File: src/rtl/kcps_pkg.sv
`timescale 1ns / 1ps
`default_nettype none
// ----------------------------------------------------------------------------
// kcps_pkg: shared types and constants of the key-controlled sampler
// Beat layouts between the input stage, the tick controller and the
// output stage, plus the widths, key bit positions and fixed scaling constants.
// ----------------------------------------------------------------------------
package kcps_pkg;

    localparam int unsigned RAW_W    = 12;
    localparam int unsigned PROD_W   = 24;
    localparam int unsigned PERIOD_W = 10;
    localparam int unsigned KEYS_W   = 4;

    // Millivolt scaling: raw * 3300 / 4095
    localparam logic [RAW_W-1:0] MV_FULL_SCALE  = 12'd3300;
    localparam logic [RAW_W-1:0] RAW_FULL_SCALE = 12'd4095;

    // Key bit positions inside the key level vector
    localparam int unsigned KEY_TOGGLE = 0;
    localparam int unsigned KEY_P5     = 1;
    localparam int unsigned KEY_P10    = 2;
    localparam int unsigned KEY_P15    = 3;

    // Accepted tick after the input register
    typedef struct packed {
        logic [KEYS_W-1:0]   keys;
        logic [RAW_W-1:0]    raw;
        logic [PROD_W-1:0]   prod;   // raw * 3300
    } t_item;

    // One result beat
    typedef struct packed {
        logic                sampling_on;
        logic                blink_led;
        logic                sample_valid;
        logic [RAW_W-1:0]    sample_raw;
        logic [RAW_W-1:0]    sample_mv;
        logic [PERIOD_W-1:0] period_now;
    } t_result;

endpackage

`default_nettype wire

File: src/rtl/kcps_in_reg.sv
`timescale 1ns / 1ps
`default_nettype none
// ----------------------------------------------------------------------------
// kcps_in_reg: input register of the sampler
// Captures one tick beat and starts the millivolt scaling by forming
// raw * 3300 on the way into the register.
// ----------------------------------------------------------------------------
module kcps_in_reg (
    input  wire logic                          i_clk,
    input  wire logic                          i_rst_n,
    input  wire logic                          i_valid,
    output logic                               o_ready,
    input  wire logic [kcps_pkg::KEYS_W-1:0]   i_keys,
    input  wire logic [kcps_pkg::RAW_W-1:0]    i_raw,
    input  wire logic                          i_take,
    output logic                               o_valid,
    output kcps_pkg::t_item                    o_item
);
    import kcps_pkg::*;

    logic  r_vld;
    t_item r_item;
    t_item n_item;

    // Accept when empty or when the held beat moves on this cycle
    assign o_ready = !r_vld || i_take;

    // Form the scaled product ahead of the register
    always_comb begin
        n_item.keys = i_keys;
        n_item.raw  = i_raw;
        n_item.prod = PROD_W'(i_raw) * PROD_W'(MV_FULL_SCALE);
    end

    // Hold valid flag
    always_ff @(posedge i_clk) begin
        if (!i_rst_n) begin
            r_vld <= 1'b0;
        end else if (o_ready) begin
            r_vld <= i_valid;
        end
    end

    // Hold payload
    always_ff @(posedge i_clk) begin
        if (o_ready && i_valid) begin
            r_item <= n_item;
        end
    end

    assign o_valid = r_vld;
    assign o_item  = r_item;

endmodule

`default_nettype wire

File: src/rtl/kcps_ctrl.sv
`timescale 1ns / 1ps
`default_nettype none
// ----------------------------------------------------------------------------
// kcps_ctrl: per-tick controller of the sampler
// Edge detection on the keys, start/stop toggle, period selection, blink
// and sample counters, and the millivolt result of a fired sample.
// ----------------------------------------------------------------------------
module kcps_ctrl (
    input  wire logic                           i_clk,
    input  wire logic                           i_rst_n,
    input  wire logic                           i_cfg_wr,
    input  wire logic [kcps_pkg::PERIOD_W-1:0]  i_cfg_data,
    input  wire logic                           i_step,
    input  wire kcps_pkg::t_item                i_item,
    output kcps_pkg::t_result                   o_result
);
    import kcps_pkg::*;

    localparam int unsigned BLINK_W = 7;
    localparam int unsigned TICK_W  = 16;

    localparam logic [BLINK_W-1:0]  BLINK_LIMIT = 7'd100;
    localparam logic [PERIOD_W-1:0] PERIOD_MIN  = 10'd1;
    localparam logic [PERIOD_W-1:0] PERIOD_MAX  = 10'd600;
    localparam logic [PERIOD_W-1:0] PERIOD_RST  = 10'd5;
    localparam logic [PERIOD_W-1:0] PERIOD_P5   = 10'd5;
    localparam logic [PERIOD_W-1:0] PERIOD_P10  = 10'd10;
    localparam logic [PERIOD_W-1:0] PERIOD_P15  = 10'd15;

    logic                 r_synced;
    logic [KEYS_W-1:0]    r_prev;
    logic                 r_latch;
    logic                 r_samp;
    logic                 r_led;
    logic [BLINK_W-1:0]   r_blink;
    logic [TICK_W-1:0]    r_ticks;
    logic [PERIOD_W-1:0]  r_period;

    logic                 n_synced;
    logic [KEYS_W-1:0]    n_prev;
    logic                 n_latch;
    logic                 n_samp;
    logic                 n_led;
    logic [BLINK_W-1:0]   n_blink;
    logic [TICK_W-1:0]    n_ticks;
    logic [PERIOD_W-1:0]  n_period;
    logic                 fire;

    // Period in ticks: p * 100 = p*64 + p*32 + p*4
    function automatic logic [TICK_W-1:0] period_ticks(input logic [PERIOD_W-1:0] p);
        logic [TICK_W-1:0] w;
        begin
            w = TICK_W'(p);
            period_ticks = (w << 6) + (w << 5) + (w << 2);
        end
    endfunction

    // Keep a written period within 1..600
    function automatic logic [PERIOD_W-1:0] clamp_period(input logic [PERIOD_W-1:0] p);
        begin
            if (p < PERIOD_MIN) begin
                clamp_period = PERIOD_MIN;
            end else if (p > PERIOD_MAX) begin
                clamp_period = PERIOD_MAX;
            end else begin
                clamp_period = p;
            end
        end
    endfunction

    // Divide raw*3300 by 4095: floor by 4096, then one correction step
    function automatic logic [RAW_W-1:0] to_mv(input logic [PROD_W-1:0] prod);
        logic [RAW_W-1:0] q0;
        logic [RAW_W:0]   rem;
        begin
            q0  = prod[PROD_W-1:RAW_W];
            rem = {1'b0, prod[RAW_W-1:0]} + {1'b0, q0};
            to_mv = (rem >= {1'b0, RAW_FULL_SCALE}) ? q0 + 1'b1 : q0;
        end
    endfunction

    // Next state for one tick
    always_comb begin
        logic [KEYS_W-1:0] rise;
        logic [KEYS_W-1:0] fall;
        rise     = i_item.keys & ~r_prev;
        fall     = ~i_item.keys & r_prev;
        n_synced = 1'b1;
        n_prev   = i_item.keys;
        n_latch  = r_latch;
        n_samp   = r_samp;
        n_led    = r_led;
        n_blink  = r_blink;
        n_ticks  = r_ticks;
        n_period = r_period;
        fire     = 1'b0;
        if (r_synced) begin
            if (rise[KEY_TOGGLE]) begin
                n_latch = 1'b1;
            end
            // Toggle sampling on release after a press
            if (fall[KEY_TOGGLE] && n_latch) begin
                n_latch = 1'b0;
                if (r_samp) begin
                    n_samp = 1'b0;
                    n_led  = 1'b0;
                end else begin
                    n_samp  = 1'b1;
                    n_blink = '0;
                    n_ticks = period_ticks(r_period);
                end
            end
            // Period keys, last one wins
            if (rise[KEY_P5]) begin
                n_period = PERIOD_P5;
                n_ticks  = '0;
            end
            if (rise[KEY_P10]) begin
                n_period = PERIOD_P10;
                n_ticks  = '0;
            end
            if (rise[KEY_P15]) begin
                n_period = PERIOD_P15;
                n_ticks  = '0;
            end
            // Advance blink and sample counters
            if (n_samp) begin
                n_blink = n_blink + 1'b1;
                n_ticks = n_ticks + 1'b1;
                if (n_blink >= BLINK_LIMIT) begin
                    n_blink = '0;
                    n_led   = !n_led;
                end
                if (n_ticks >= period_ticks(n_period)) begin
                    n_ticks = '0;
                    fire    = 1'b1;
                end
            end
        end
    end

    // Result of this tick
    always_comb begin
        o_result.sampling_on  = n_samp;
        o_result.blink_led    = n_led;
        o_result.sample_valid = fire;
        o_result.sample_raw   = fire ? i_item.raw : '0;
        o_result.sample_mv    = fire ? to_mv(i_item.prod) : '0;
        o_result.period_now   = n_period;
    end

    // Update state on each tick; a config write takes priority and reloads only the period
    always_ff @(posedge i_clk) begin
        if (!i_rst_n) begin
            r_synced <= 1'b0;
            r_prev   <= '0;
            r_latch  <= 1'b0;
            r_samp   <= 1'b0;
            r_led    <= 1'b0;
            r_blink  <= '0;
            r_ticks  <= '0;
            r_period <= PERIOD_RST;
        end else if (i_cfg_wr) begin
            r_period <= clamp_period(i_cfg_data);
        end else if (i_step) begin
            r_synced <= n_synced;
            r_prev   <= n_prev;
            r_latch  <= n_latch;
            r_samp   <= n_samp;
            r_led    <= n_led;
            r_blink  <= n_blink;
            r_ticks  <= n_ticks;
            r_period <= n_period;
        end
    end

endmodule

`default_nettype wire

File: src/rtl/kcps_out_reg.sv
`timescale 1ns / 1ps
`default_nettype none
// ----------------------------------------------------------------------------
// kcps_out_reg: result register of the sampler
// Holds one result beat until the consumer takes it; reloads in the
// same cycle that the held beat leaves.
// ----------------------------------------------------------------------------
module kcps_out_reg (
    input  wire logic                i_clk,
    input  wire logic                i_rst_n,
    input  wire logic                i_load,
    input  wire kcps_pkg::t_result   i_result,
    output logic                     o_space,
    output logic                     o_valid,
    input  wire logic                i_ready,
    output kcps_pkg::t_result        o_result
);
    import kcps_pkg::*;

    logic    r_vld;
    t_result r_result;

    // Free when empty or when the held beat is taken now
    assign o_space = !r_vld || i_ready;

    // Hold valid flag
    always_ff @(posedge i_clk) begin
        if (!i_rst_n) begin
            r_vld <= 1'b0;
        end else if (o_space) begin
            r_vld <= i_load;
        end
    end

    // Hold payload
    always_ff @(posedge i_clk) begin
        if (o_space && i_load) begin
            r_result <= i_result;
        end
    end

    assign o_valid  = r_vld;
    assign o_result = r_result;

endmodule

`default_nettype wire

File: src/rtl/key_controlled_periodic_sampler_top.sv
`timescale 1ns / 1ps
`default_nettype none
// ----------------------------------------------------------------------------
// key_controlled_periodic_sampler_top: key-controlled periodic sampler
// Path: input register holds the tick beat, result register its result.
// Throughput: one tick beat per cycle while result beats are taken; the tick
// controller updates its state in the cycle a beat moves from the input
// register to the result register, unless a config write comes in that cycle.
// Reset: synchronous, active low; clears both registers and all state, and
// loads a 5 s period.
// ----------------------------------------------------------------------------
module key_controlled_periodic_sampler_top (
    input  wire logic         i_clk,
    input  wire logic         i_rst_n,
    // Configuration: sample period in seconds
    input  wire logic         i_cfg_valid,
    output logic              o_cfg_ready,
    input  wire logic [9:0]   i_cfg_data,
    // Tick beats
    input  wire logic         s_axis_tvalid,
    output logic              s_axis_tready,
    // [0] key_toggle_level, [1] key_p5_level, [2] key_p10_level,
    // [3] key_p15_level, [15:4] adc_reading
    input  wire logic [15:0]  s_axis_tdata,
    // Result beats
    output logic              m_axis_tvalid,
    input  wire logic         m_axis_tready,
    // [0] sampling_on, [1] blink_led, [13:2] sample_raw,
    // [25:14] sample_millivolts, [35:26] period_now_s, [39:36] zero
    output logic [39:0]       m_axis_tdata,
    // [0] sample_valid
    output logic              m_axis_tuser
);
    import kcps_pkg::*;

    logic    in_vld;
    t_item   in_item;
    logic    out_space;
    logic    advance;
    logic    cfg_wr;
    t_result step_result;
    t_result out_result;

    assign o_cfg_ready = 1'b1;
    assign cfg_wr      = i_cfg_valid && o_cfg_ready;

    // Move a beat when the input holds one and the result register is free
    assign advance = in_vld && out_space;

    kcps_in_reg u_in_reg (
        .i_clk   (i_clk),
        .i_rst_n (i_rst_n),
        .i_valid (s_axis_tvalid),
        .o_ready (s_axis_tready),
        .i_keys  (s_axis_tdata[3:0]),
        .i_raw   (s_axis_tdata[15:4]),
        .i_take  (advance),
        .o_valid (in_vld),
        .o_item  (in_item)
    );

    kcps_ctrl u_ctrl (
        .i_clk      (i_clk),
        .i_rst_n    (i_rst_n),
        .i_cfg_wr   (cfg_wr),
        .i_cfg_data (i_cfg_data),
        .i_step     (advance),
        .i_item     (in_item),
        .o_result   (step_result)
    );

    kcps_out_reg u_out_reg (
        .i_clk    (i_clk),
        .i_rst_n  (i_rst_n),
        .i_load   (advance),
        .i_result (step_result),
        .o_space  (out_space),
        .o_valid  (m_axis_tvalid),
        .i_ready  (m_axis_tready),
        .o_result (out_result)
    );

    // Pack the result beat
    assign m_axis_tdata = {4'b0000,
                           out_result.period_now,
                           out_result.sample_mv,
                           out_result.sample_raw,
                           out_result.blink_led,
                           out_result.sampling_on};
    assign m_axis_tuser = out_result.sample_valid;

endmodule

`default_nettype wire
File: config.mk
export PLATFORM = sky130hd
export DESIGN_NAME = key_controlled_periodic_sampler_top
export DESIGN_NICKNAME = d
export VERILOG_FILES = /design/src/rtl/kcps_pkg.sv /design/src/rtl/kcps_in_reg.sv /design/src/rtl/kcps_ctrl.sv /design/src/rtl/kcps_out_reg.sv /design/src/rtl/key_controlled_periodic_sampler_top.sv
export SDC_FILE = /design/constraint.sdc
export NUM_CORES = 1
export LEC_CHECK = 0
export BUFFER_PORTS_ARGS = -buffer_cell sky130_fd_sc_hd__buf_2
export CAP_MARGIN = 10
export CORE_MARGIN = 8
export CORE_UTILIZATION = 62
export DETAILED_ROUTE_END_ITERATION = 10
export PLACE_DENSITY_LB_ADDON = 0.12
export SLEW_MARGIN = 20
export SYNTH_ARGS = -nofsm -noshare
export SYNTH_HDL_FRONTEND = slang
export SYNTH_HIERARCHICAL = 1
export SYNTH_SLANG_ARGS = --single-unit
File: constraint.sdc
create_clock -name i_clk -period 7.15 [get_ports i_clk]
set_input_delay 1.43 -clock i_clk [delete_from_list [all_inputs] [get_ports i_clk]]
set_output_delay 1.43 -clock i_clk [all_outputs]
set_load 0.01 [all_outputs]
**After elaboration in Yosys (flattened, before gate mapping)**

Index checks and enable logic that the tools add are counted.

- Add/sub/neg operators: 8
- $mul: 1
- $lt $le $gt $ge: 5
- Mux-type cells: 39
- Bitwise operators: 5
- Reduce and logical (&&, ||, !) cells: 12

Operator list:

| kind | number |
|---|---|
| $mux 16 | 8 |
| $mux 10 | 9 |
| $mux 7 | 5 |
| $add 16x12->16 | 2 |
| $add 16x15->16 | 2 |
| $mul 12x10->22 const B | 1 |
| $add 16x1->16 const B | 1 |
| $ge 16x16->1 | 1 |
| $mux 1 | 16 |
| $add 12x12->13 | 1 |
| $ge 13x12->1 const B | 1 |
| $add 12x1->12 const B | 1 |
| $mux 12 | 1 |
| $gt 10x10->1 const B | 1 |
| $lt 10x1->1 const B | 1 |
| $add 7x1->7 const B | 1 |
| $ge 7x7->1 const B | 1 |
| $and 4x4->4 | 1 |
| $logic_and 1x1->1 | 4 |
| $not 4->4 | 1 |
| $logic_not 1->1 | 3 |
| $reduce_and 3->1 | 1 |
| $logic_or 1x1->1 | 2 |
| $not 1->1 | 2 |
| other kinds (3) | 3 |

- Bits in registers: 118
- Input bits: 31
- Output and inout port bits: 44
- Word-level logic and storage cells: 89

**Logic depth before layout (Yosys ltp)**

Gate-level depths: netlist (run 1).

- Depth after elaboration: 15
- Gate-level depth with buffers: 26
- Gate-level depth less buffers: 22

**Modules after synthesis**

The synthesis (run 1) kept the hierarchy.

By module, submodules not included:

| module | times used | cells an instance | area an instance (µm²) | seq. area each (µm²) |
|---|---|---|---|---|
| kcps_ctrl | 1 | 667 | 5117.4 | 820.8 |
| kcps_in_reg | 1 | 302 | 3517.1 | 1071.0 |
| kcps_out_reg | 1 | 42 | 1168.6 | 1131.1 |
| key_controlled_periodic_sampler_top | 1 | 8 | 51.3 | 0.0 |

**Worst setup path before layout (run 1)**

No wires, ideal clock.

- Path kind: input port to flip-flop
- Start point: input port s_axis_tdata[6]
- End point: register u_in_reg.r_item (netlist bit u_in_reg/o_item[20]) (data pin)
- Library setup time: 0.260 ns
- Data arrival time: 5.254 ns
- Required time: 6.890 ns
- Path slack: 1.636 ns
- Stages: 15
- Path buffers: 0
- Cells stage by stage: ha_1 > xor2_1 > ha_1 > fa_1 > fa_1 > inv_1 > fa_1 > inv_1 > ha_1 > and3_4 > a221oi_4 > nand2b_2 > a21o_1 > a221oi_2 > xnor2_1

RTL lines:

| what | line | RTL |
|---|---|---|
| from (decl) | key_controlled_periodic_sampler_top.sv:24 | `input wire logic [15:0] s_axis_tdata,` |
| to (signal assigned) | kcps_in_reg.sv:47 | `r_item <= n_item;` |
| to (decl) | kcps_in_reg.sv:22 | `t_item r_item;` |

==> results of run 1 <==
==> final cells by class <==
type | instances | share of cell area
well taps | 216 | 0.0247
inverters | 88 | 0.0302
flip-flops and latches | 115 | 0.277
repair buffers | 74 | 0.0350
clock inverters | 13 | 0.0167
multi-input cells | 779 | 0.577
clock buffers | 19 | 0.0396
==> metrics by stage <==
| stage | setup WS, ns | total power, µW |
|---|---|---|
| finish | 1.51 | 3300 |
| floorplan | 1.64 | 2070 |
| detailed placement | 1.30 | 2390 |
| global route | 0.991 | 3540 |
| CTS | 1.57 | 3300 |
| global placement | 1.37 | 2360 |
==> routing by layer <==
| layer | up-vias | part of all wire |
|---|---|---|
| li1 | 3746 | - |
| met1 | 3657 | 0.48 |
| met2 | 295 | 0.43 |
| met3 | 35 | 0.068 |
| met4 | 0 | 0.023 |
| met5 | - | 0 |
==> sequential cells by signal, indices dropped and copies added, names as in the netlist, 4 cells and up <==
signal / count
u_out_reg/o_result: 37
u_in_reg/o_item: 35
u_ctrl/r_ticks: 16
u_ctrl/r_period: 10
u_ctrl/r_blink: 7
u_ctrl/r_prev: 4
==> cells by family after synthesis <==
family | count (synthesis) | synth area share
AO/OA/AOI/OAI | 231 | 0.156
adder cells (fa/ha/maj) | 173 | 0.253
AND/OR/NAND/NOR | 293 | 0.159
XOR/XNOR | 57 | 0.0507
other | 3 | 0.00114
multiplexers | 18 | 0.0188
buffers and inverters | 129 | 0.0546
flip-flops | 115 | 0.307
==> synth_stat cells (12+ instances only) <==
cell / count
ha_1: 129
inv_1: 88
edfxtp_1: 72
nor2_1: 69
a21oi_1: 66
nand2_1: 64
fa_1: 44
o21ai_0: 44
dfxtp_1: 43
and2_1: 34
xnor2_1: 31
xor2_1: 26
clkbuf_1: 25
nand3_1: 20
nor3_1: 17
a21o_1: 16
buf_4: 14
mux2i_1: 14
and3_1: 13
nand4_1: 13
o21ai_1: 12
==> where the power goes <==
group | switching, µW | leakage, µW | internal [µW]
registers | 75.9 | 0.00104 | 837
clock network | 315 | 0.000301 | 583
logic | 847 | 0.00356 | 646
==> path summary, 6_finish.rpt <==
| kind | end | slack (ns) | depth (start not counted) |
|---|---|---|---|
| hold reg to reg | u_ctrl/r_ticks[15]$_SDFFE_PN0P_ | 0.47 | 2 |
| setup / recovery | u_out_reg/o_result[19]$_DFFE_PP_ | 1.51 | 20 |
| hold / removal | u_ctrl/r_ticks[15]$_SDFFE_PN0P_ | 0.47 | 2 |
| setup reg to reg | u_out_reg/o_result[19]$_DFFE_PP_ | 1.51 | 20 |
==> worst reg2reg max path, cell delays in order (launching register included) <==
cell	delay, ns
edfxtp_1	0.42
nand2b_1	0.16
and3_1	0.36
and2_1	0.33
fa_1	0.49
ha_1	0.32
a21o_1	0.16
a21oi_1	0.22
o21bai_1	0.11
a21oi_1	0.23
o21ai_0	0.20
a21o_1	0.22
a21oi_1	0.16
xor2_1	0.12
ha_1	0.30
nand3_1	0.11
o31ai_1	0.22
buf_4	0.23
and3_1	0.82
nand2b_1	0.12
mux2i_1	0.19
==> key figures, run 1 <==
STA
  – Final hold violation count: 0
  – Max Clock Skew: 0.00906 ns
  – Final setup fails: 0
  – Tightest Pin Transition: 1.12 ns
  – RSZ-0062 raised after global routing: no
  – Highest Clock Rate: 177 MHz
  – Crit path time final: 5.64 ns
  – Slew Viols, Final: 0
  – Fin Hold WS: 0.468 ns
  – Slew HR: 0.255
  – Final period util: 0.789
  – Setup TNS: 0 ns

GRT
  – Global-route wire length before repair: 38.0 mm
  – Gr usage total: 0.239
  – Antenna violations before repair: 0
  – Largest net degree at the start of global routing: 39
  – Vias in the first global route: 7346
  – Met2 Usage GRT: 0.350
  – Grt met3 use: 0.0486
  – GRT Max-Usage Layer: met2
  – M1 GR Usage: 0.342
  – Global route total overflow: 0

Detailed routing
  – Vias: 7733
  – 1st-iter DRT viols: 602
  – WL final: 23.2 mm
  – Via density: 5.93
  – Drt pass-1 iters: 5
  – Drt wl/cell: 17.8 µm
  – DRC Markers: 0
  – Post-route antenna net violation count: 0

Setup path
  – Slowest cell delay on critical path: 0.82 ns
  – Crit path required time: 7.40 ns
  – Worst path slowest cell: and3_1
  – WS Path Type: register to register
  – Crit path DAT: 5.89 ns
  – Most frequent CP cell: a21oi_1
  – Cells along the critical path: nand2b_1, and3_1, and2_1, fa_1, ha_1, a21o_1, a21oi_1, o21bai_1, a21oi_1, o21ai_0, a21o_1, a21oi_1, xor2_1, ha_1, nand3_1, o31ai_1, buf_4, and3_1, nand2b_1, mux2i_1
  – CP Launch Type: register
  – Worst r2r src: u_in_reg/o_item[37]$_DFFE_PP_
  – CP Capture Type: register
  – CP Launch Point: u_in_reg/o_item[37]$_DFFE_PP_
  – Worst-path fanout max: 27
  – CP delay by family, top: simple AND/OR/NAND/NOR gates
  – Critical path buffer and inverter count: 1

Place
  – Hpwl dp: 17.6 mm
  – Placed Area: 0.0103 mm²
  – Inst Count DP: 1272
  – Routability cong.: 0.913
  – Port bufs: 69

Clock tree
  – CTS Root Cell: clkbuf_16
  – Post-cts repair resize count: 0
  – Buffer count from post-CTS setup fixing: 0
  – CTS H-tree lvls: 4
  – Clock Path Buffers: 2
  – Clk_lat worst skew: 0.42 ns
  – Clock transition at the registers of the reported paths: 0.06 ns
  – CTS tree: done
  – CTS Hold Bufs: 0
  – # clock sinks: 115
  – Total CTS buffers: 17

Logic synthesis
  – Number of synthesized flops with an enable pin: 72
  – Synth Register Bits: 115
  – Top_reg_cell synth: edfxtp_1
  – Post-Syn Area: 0.00985 mm²
  – Sequential fraction of the synthesis area: 0.307
  – Syn_area_per_cell: 9.67 µm²
  – Area contributors post-synth: edfxtp_1 22%, ha_1 16%, fa_1 8.9%
  – Synth unique cells: 88
  – Async set or reset register ratio after synthesis: 0
  – Cells after Synth: 1019
  – Top cell type's share of synthesized area: 0.219
  – Yosys warns: 6
  – Synth area leader: edfxtp_1

Finish
  – Commonest non-fill, non-tap cells in the layout: 129 x ha_1, 88 x inv_1, 72 x edfxtp_1, 69 x buf_2, 69 x nor2_1
  – Filler cells: 1252
  – Final cell count without fillers: 1304
  – Design area: 0.0109 mm²
  – Final nets: 1279
  – Multi-input logic area: 0.00631 mm²
  – Sequential cell area: 0.00302 mm²
  – Share of cells above drive strength 1: 0.122
  – Most common cell after layout, fill and taps aside: ha_1
  – Final Core Density: 0.696
  – Ant. Diodes: 0
  – Area delta synth->final: 10.9%

Worst hold path
  – Hold Crit Start: u_ctrl/r_ticks[15]$_SDFFE_PN0P_
  – Hold Path Class: register to register

Flow run
  – # Max-Cap Violations: 0

Die
  – Site Rows: 46
  – Die Ht: 142 µm
  – Initial Utilization: 0.627
  – IO Pins: 75
  – Chip Width: 142 µm
  – Die area: 0.0202 mm²
  – Core Area: 0.0157 mm²

Pwr
  – PD cells: 302 mW/mm²
  – Peak supply drop: 0.000197 V
  – Leak: 0.00491 µW

Run status
  – Outcome: completed
No activity file was read; power rests on OpenSTA's default activity.
==> run 2: changes to the inputs <==
clock period = 5.4 ns   (was 7.15 ns; I/O delays follow)
==> run 2 against run 1 <==
Net effect:
- via count is 1.3% higher
- clock-buffer cell count unchanged
- clock power is 45% higher
- combinational power up 37%
- register-to-register slack worse by 1.2 ns
- wire length increased by 3.1%
- critical path depth increased by 1
- core utilization is 1.3 points higher
- largest cell class unchanged
- sequential share of layout area fell by 0.50 points
- fmax is 11% higher
- sequential cell count stayed put
- worst hold slack got worse by 0.0059 ns
==> key figures, run 2 (synthesis gave the netlist of run 1 again) <==
Run status
  – Outcome: completed

STA
  – Tightest Pin Transition: 1.13 ns (+0.0116 ns)
  – Final setup fails: 0 (unchanged)
  – Crit path time final: 5.07 ns (-0.571 ns)
  – Final worst slack: 0.331 ns (-1.18 ns)
  – Final hold violation count: 0 (unchanged)
  – Slew HR: 0.247 (-0.00772)
  – Highest Clock Rate: 197 MHz (+11%)
  – Fin Hold WS: 0.462 ns (-0.00587 ns)
  – Final period util: 0.939 (+0.150)
  – Slew Viols, Final: 0 (unchanged)
  – RSZ-0062 raised after global routing: yes
  – Max Clock Skew: 0.0104 ns (+0.00129 ns)

Detailed routing
  – WL final: 23.9 mm (+3.1%)
  – DRC Markers: 0 (unchanged)
  – Drt wl/cell: 18.1 µm (+1.8%)
  – Drt pass-1 iters: 5 (unchanged)
  – Post-route antenna net violation count: 0 (unchanged)
  – Vias: 7832 (+1.3%)
  – Via density: 5.93 (about the same)
  – 1st-iter DRT viols: 622 (+3.3%)

Clock tree
  – CTS tree: done
  – Buffer count from post-CTS setup fixing: 0 (unchanged)
  – CTS Hold Bufs: 0 (unchanged)
  – Clk_lat worst skew: 0.42 ns (about the same)
  – # clock sinks: 115 (unchanged)
  – Clock transition at the registers of the reported paths: 0.05 ns (about the same)
  – CTS Root Cell: clkbuf_16
  – Total CTS buffers: 17 (unchanged)
  – Clock Path Buffers: 2 (unchanged)
  – CTS H-tree lvls: 4 (unchanged)

GRT
  – Gr usage total: 0.244 (+0.00459)
  – Largest net degree at the start of global routing: 38 (-2.6%)
  – Antenna violations before repair: 1 (+1)
  – Global-route wire length before repair: 38.6 mm (+1.6%)
  – Vias in the first global route: 7648 (+4.1%)
  – Global route total overflow: 0 (unchanged)

Finish
  – Filler cells: 1207 (-3.6%)
  – Sequential cell area: 0.00302 mm² (unchanged)
  – Most common cell after layout, fill and taps aside: ha_1
  – Multi-input logic area: 0.00632 mm² (+0.22%)
  – Area delta synth->final: 13.0%
  – Commonest non-fill, non-tap cells in the layout: 129 x ha_1, 88 x inv_1, 72 x edfxtp_1, 69 x buf_2, 69 x nor2_1
  – Max reg flops: 37 (unchanged)
  – Share of cells above drive strength 1: 0.139 (+0.0163)
  – Final nets: 1295 (+1.3%)
  – Design area: 0.0111 mm² (+1.9%)
  – Ant. Diodes: 0 (unchanged)

Place
  – Port bufs: 69 (unchanged)
  – Routability cong.: 0.920 (+0.82%)
  – Hpwl dp: 18.1 mm (+3.0%)
  – Setup WS pre-CTS: -0.0435 ns (-1.35 ns)
  – Placed Area: 0.0104 mm² (+1.3%)

Die
  – Core Area: 0.0157 mm² (unchanged)
  – IO Pins: 75 (unchanged)
  – Chip Width: 142 µm (unchanged)
  – Initial Utilization: 0.627 (unchanged)
  – Die Ht: 142 µm (unchanged)
  – Die area: 0.0202 mm² (unchanged)
  – Site Rows: 46 (unchanged)

Flow run
  – # Max-Cap Violations: 0 (unchanged)

Setup path
  – Crit path required time: 5.65 ns (-1.75 ns)
  – CP Launch Point: u_in_reg/o_item[39]$_DFFE_PP_
  – Worst r2r src: u_in_reg/o_item[39]$_DFFE_PP_
  – WS Path Type: register to register
  – CP Launch Type: register
  – R2r setup slk: 0.33 ns (-1.18 ns)
  – Crit path DAT: 5.32 ns (-0.57 ns)
  – Crit path capture: u_out_reg/o_result[19]$_DFFE_PP_
  – Worst Reg2Reg Path Length in Cells: 21 (+5.0%)
  – Reg2reg end: u_out_reg/o_result[19]$_DFFE_PP_
  – CP Capture Type: register
  – Worst-path fanout max: 27 (unchanged)

Pwr
  – Pwr Total: 4550 µW (+38%)
  – Leak: 0.00503 µW (+2.4%)
  – Peak supply drop: 0.000272 V (+38%)
  – PD cells: 408 mW/mm² (+35%)

Worst hold path
  – Hold Path Class: register to register
-- run 2: area by class of cell --
type	count	area share
Clock inverter	13	0.0206
Timing Repair Buffer	90	0.0463
Tap cell	216	0.0243
Sequential cell	115	0.272
Inverter	88	0.0297
Clock buffer	19	0.0398
Multi-Input combinational cell	779	0.568
-- run 2: how the worst min path moves through the flow --
stage,start,endpoint,slack (ns),cells after the start
2_1_floorplan,u_ctrl/r_ticks[14]$_SDFFE_PN0P_,u_ctrl/r_ticks[14]$_SDFFE_PN0P_,0.43,2
3_3_place_gp,u_ctrl/r_ticks[14]$_SDFFE_PN0P_,u_ctrl/r_ticks[14]$_SDFFE_PN0P_,0.44,2
4_1_cts,u_ctrl/r_ticks[15]$_SDFFE_PN0P_,u_ctrl/r_ticks[15]$_SDFFE_PN0P_,0.46,2
5_1_grt,u_ctrl/r_ticks[15]$_SDFFE_PN0P_,u_ctrl/r_ticks[15]$_SDFFE_PN0P_,0.48,2
6_report,u_ctrl/r_ticks[14]$_SDFFE_PN0P_,u_ctrl/r_ticks[14]$_SDFFE_PN0P_,0.46,2
3_5_place_dp,u_ctrl/r_ticks[15]$_SDFFE_PN0P_,u_ctrl/r_ticks[15]$_SDFFE_PN0P_,0.46,2
-- run 2: worst max-delay path, stage by stage, from the launching register on --
cell and delay (ns):
edfxtp_1 0.38, nand2b_1 0.17, and3_1 0.28, buf_4 0.27
and2_2 0.25, fa_1 0.41, ha_1 0.35, a21oi_1 0.24
o21bai_1 0.10, a21oi_1 0.23, o21ai_0 0.18, a21o_1 0.21
a21oi_1 0.17, xor2_1 0.11, ha_1 0.31, nand3_1 0.11
o31ai_1 0.23, buf_4 0.24, and3_1 0.22, buf_12 0.18
nand2b_1 0.09, mux2i_1 0.17
-- run 2: through the flow --
| step | std cells | TNS [ns] | util |
|---|---|---|---|
| after floorplan | 1023 | 0 | - |
| after global placement | 1288 | 0 | 0.665 |
| after detailed placement | 1288 | -0.0587 | 0.665 |
| after CTS | 1320 | 0 | 0.708 |
| after global routing | 1320 | -0.00645 | 0.709 |
| final | 1320 | 0 | 0.709 |
-- run 2: power breakdown --
part / switching, µW / internal, µW
registers: 102 / 1110
logic: 1150 / 890
clock network: 420 / 878
total: 1670 / 2880
-- run 2: timing repair --
action / in CTS / in global routing
setup endpoints to repair: 0 / 26
endpoints found under the hold margin: 0 / 0
gates resized for setup: 0 / 4
-- run 2: metal layers --
metal | part of all wire | vias to the layer above | GRT usage
met2 | 0.44 | 271 | 0.375
met4 | 0.012 | 0 | 0.0701
met1 | 0.47 | 3752 | 0.343
met5 | 0 | - | 0
met3 | 0.069 | 24 | 0.0433
li1 | - | 3785 | -
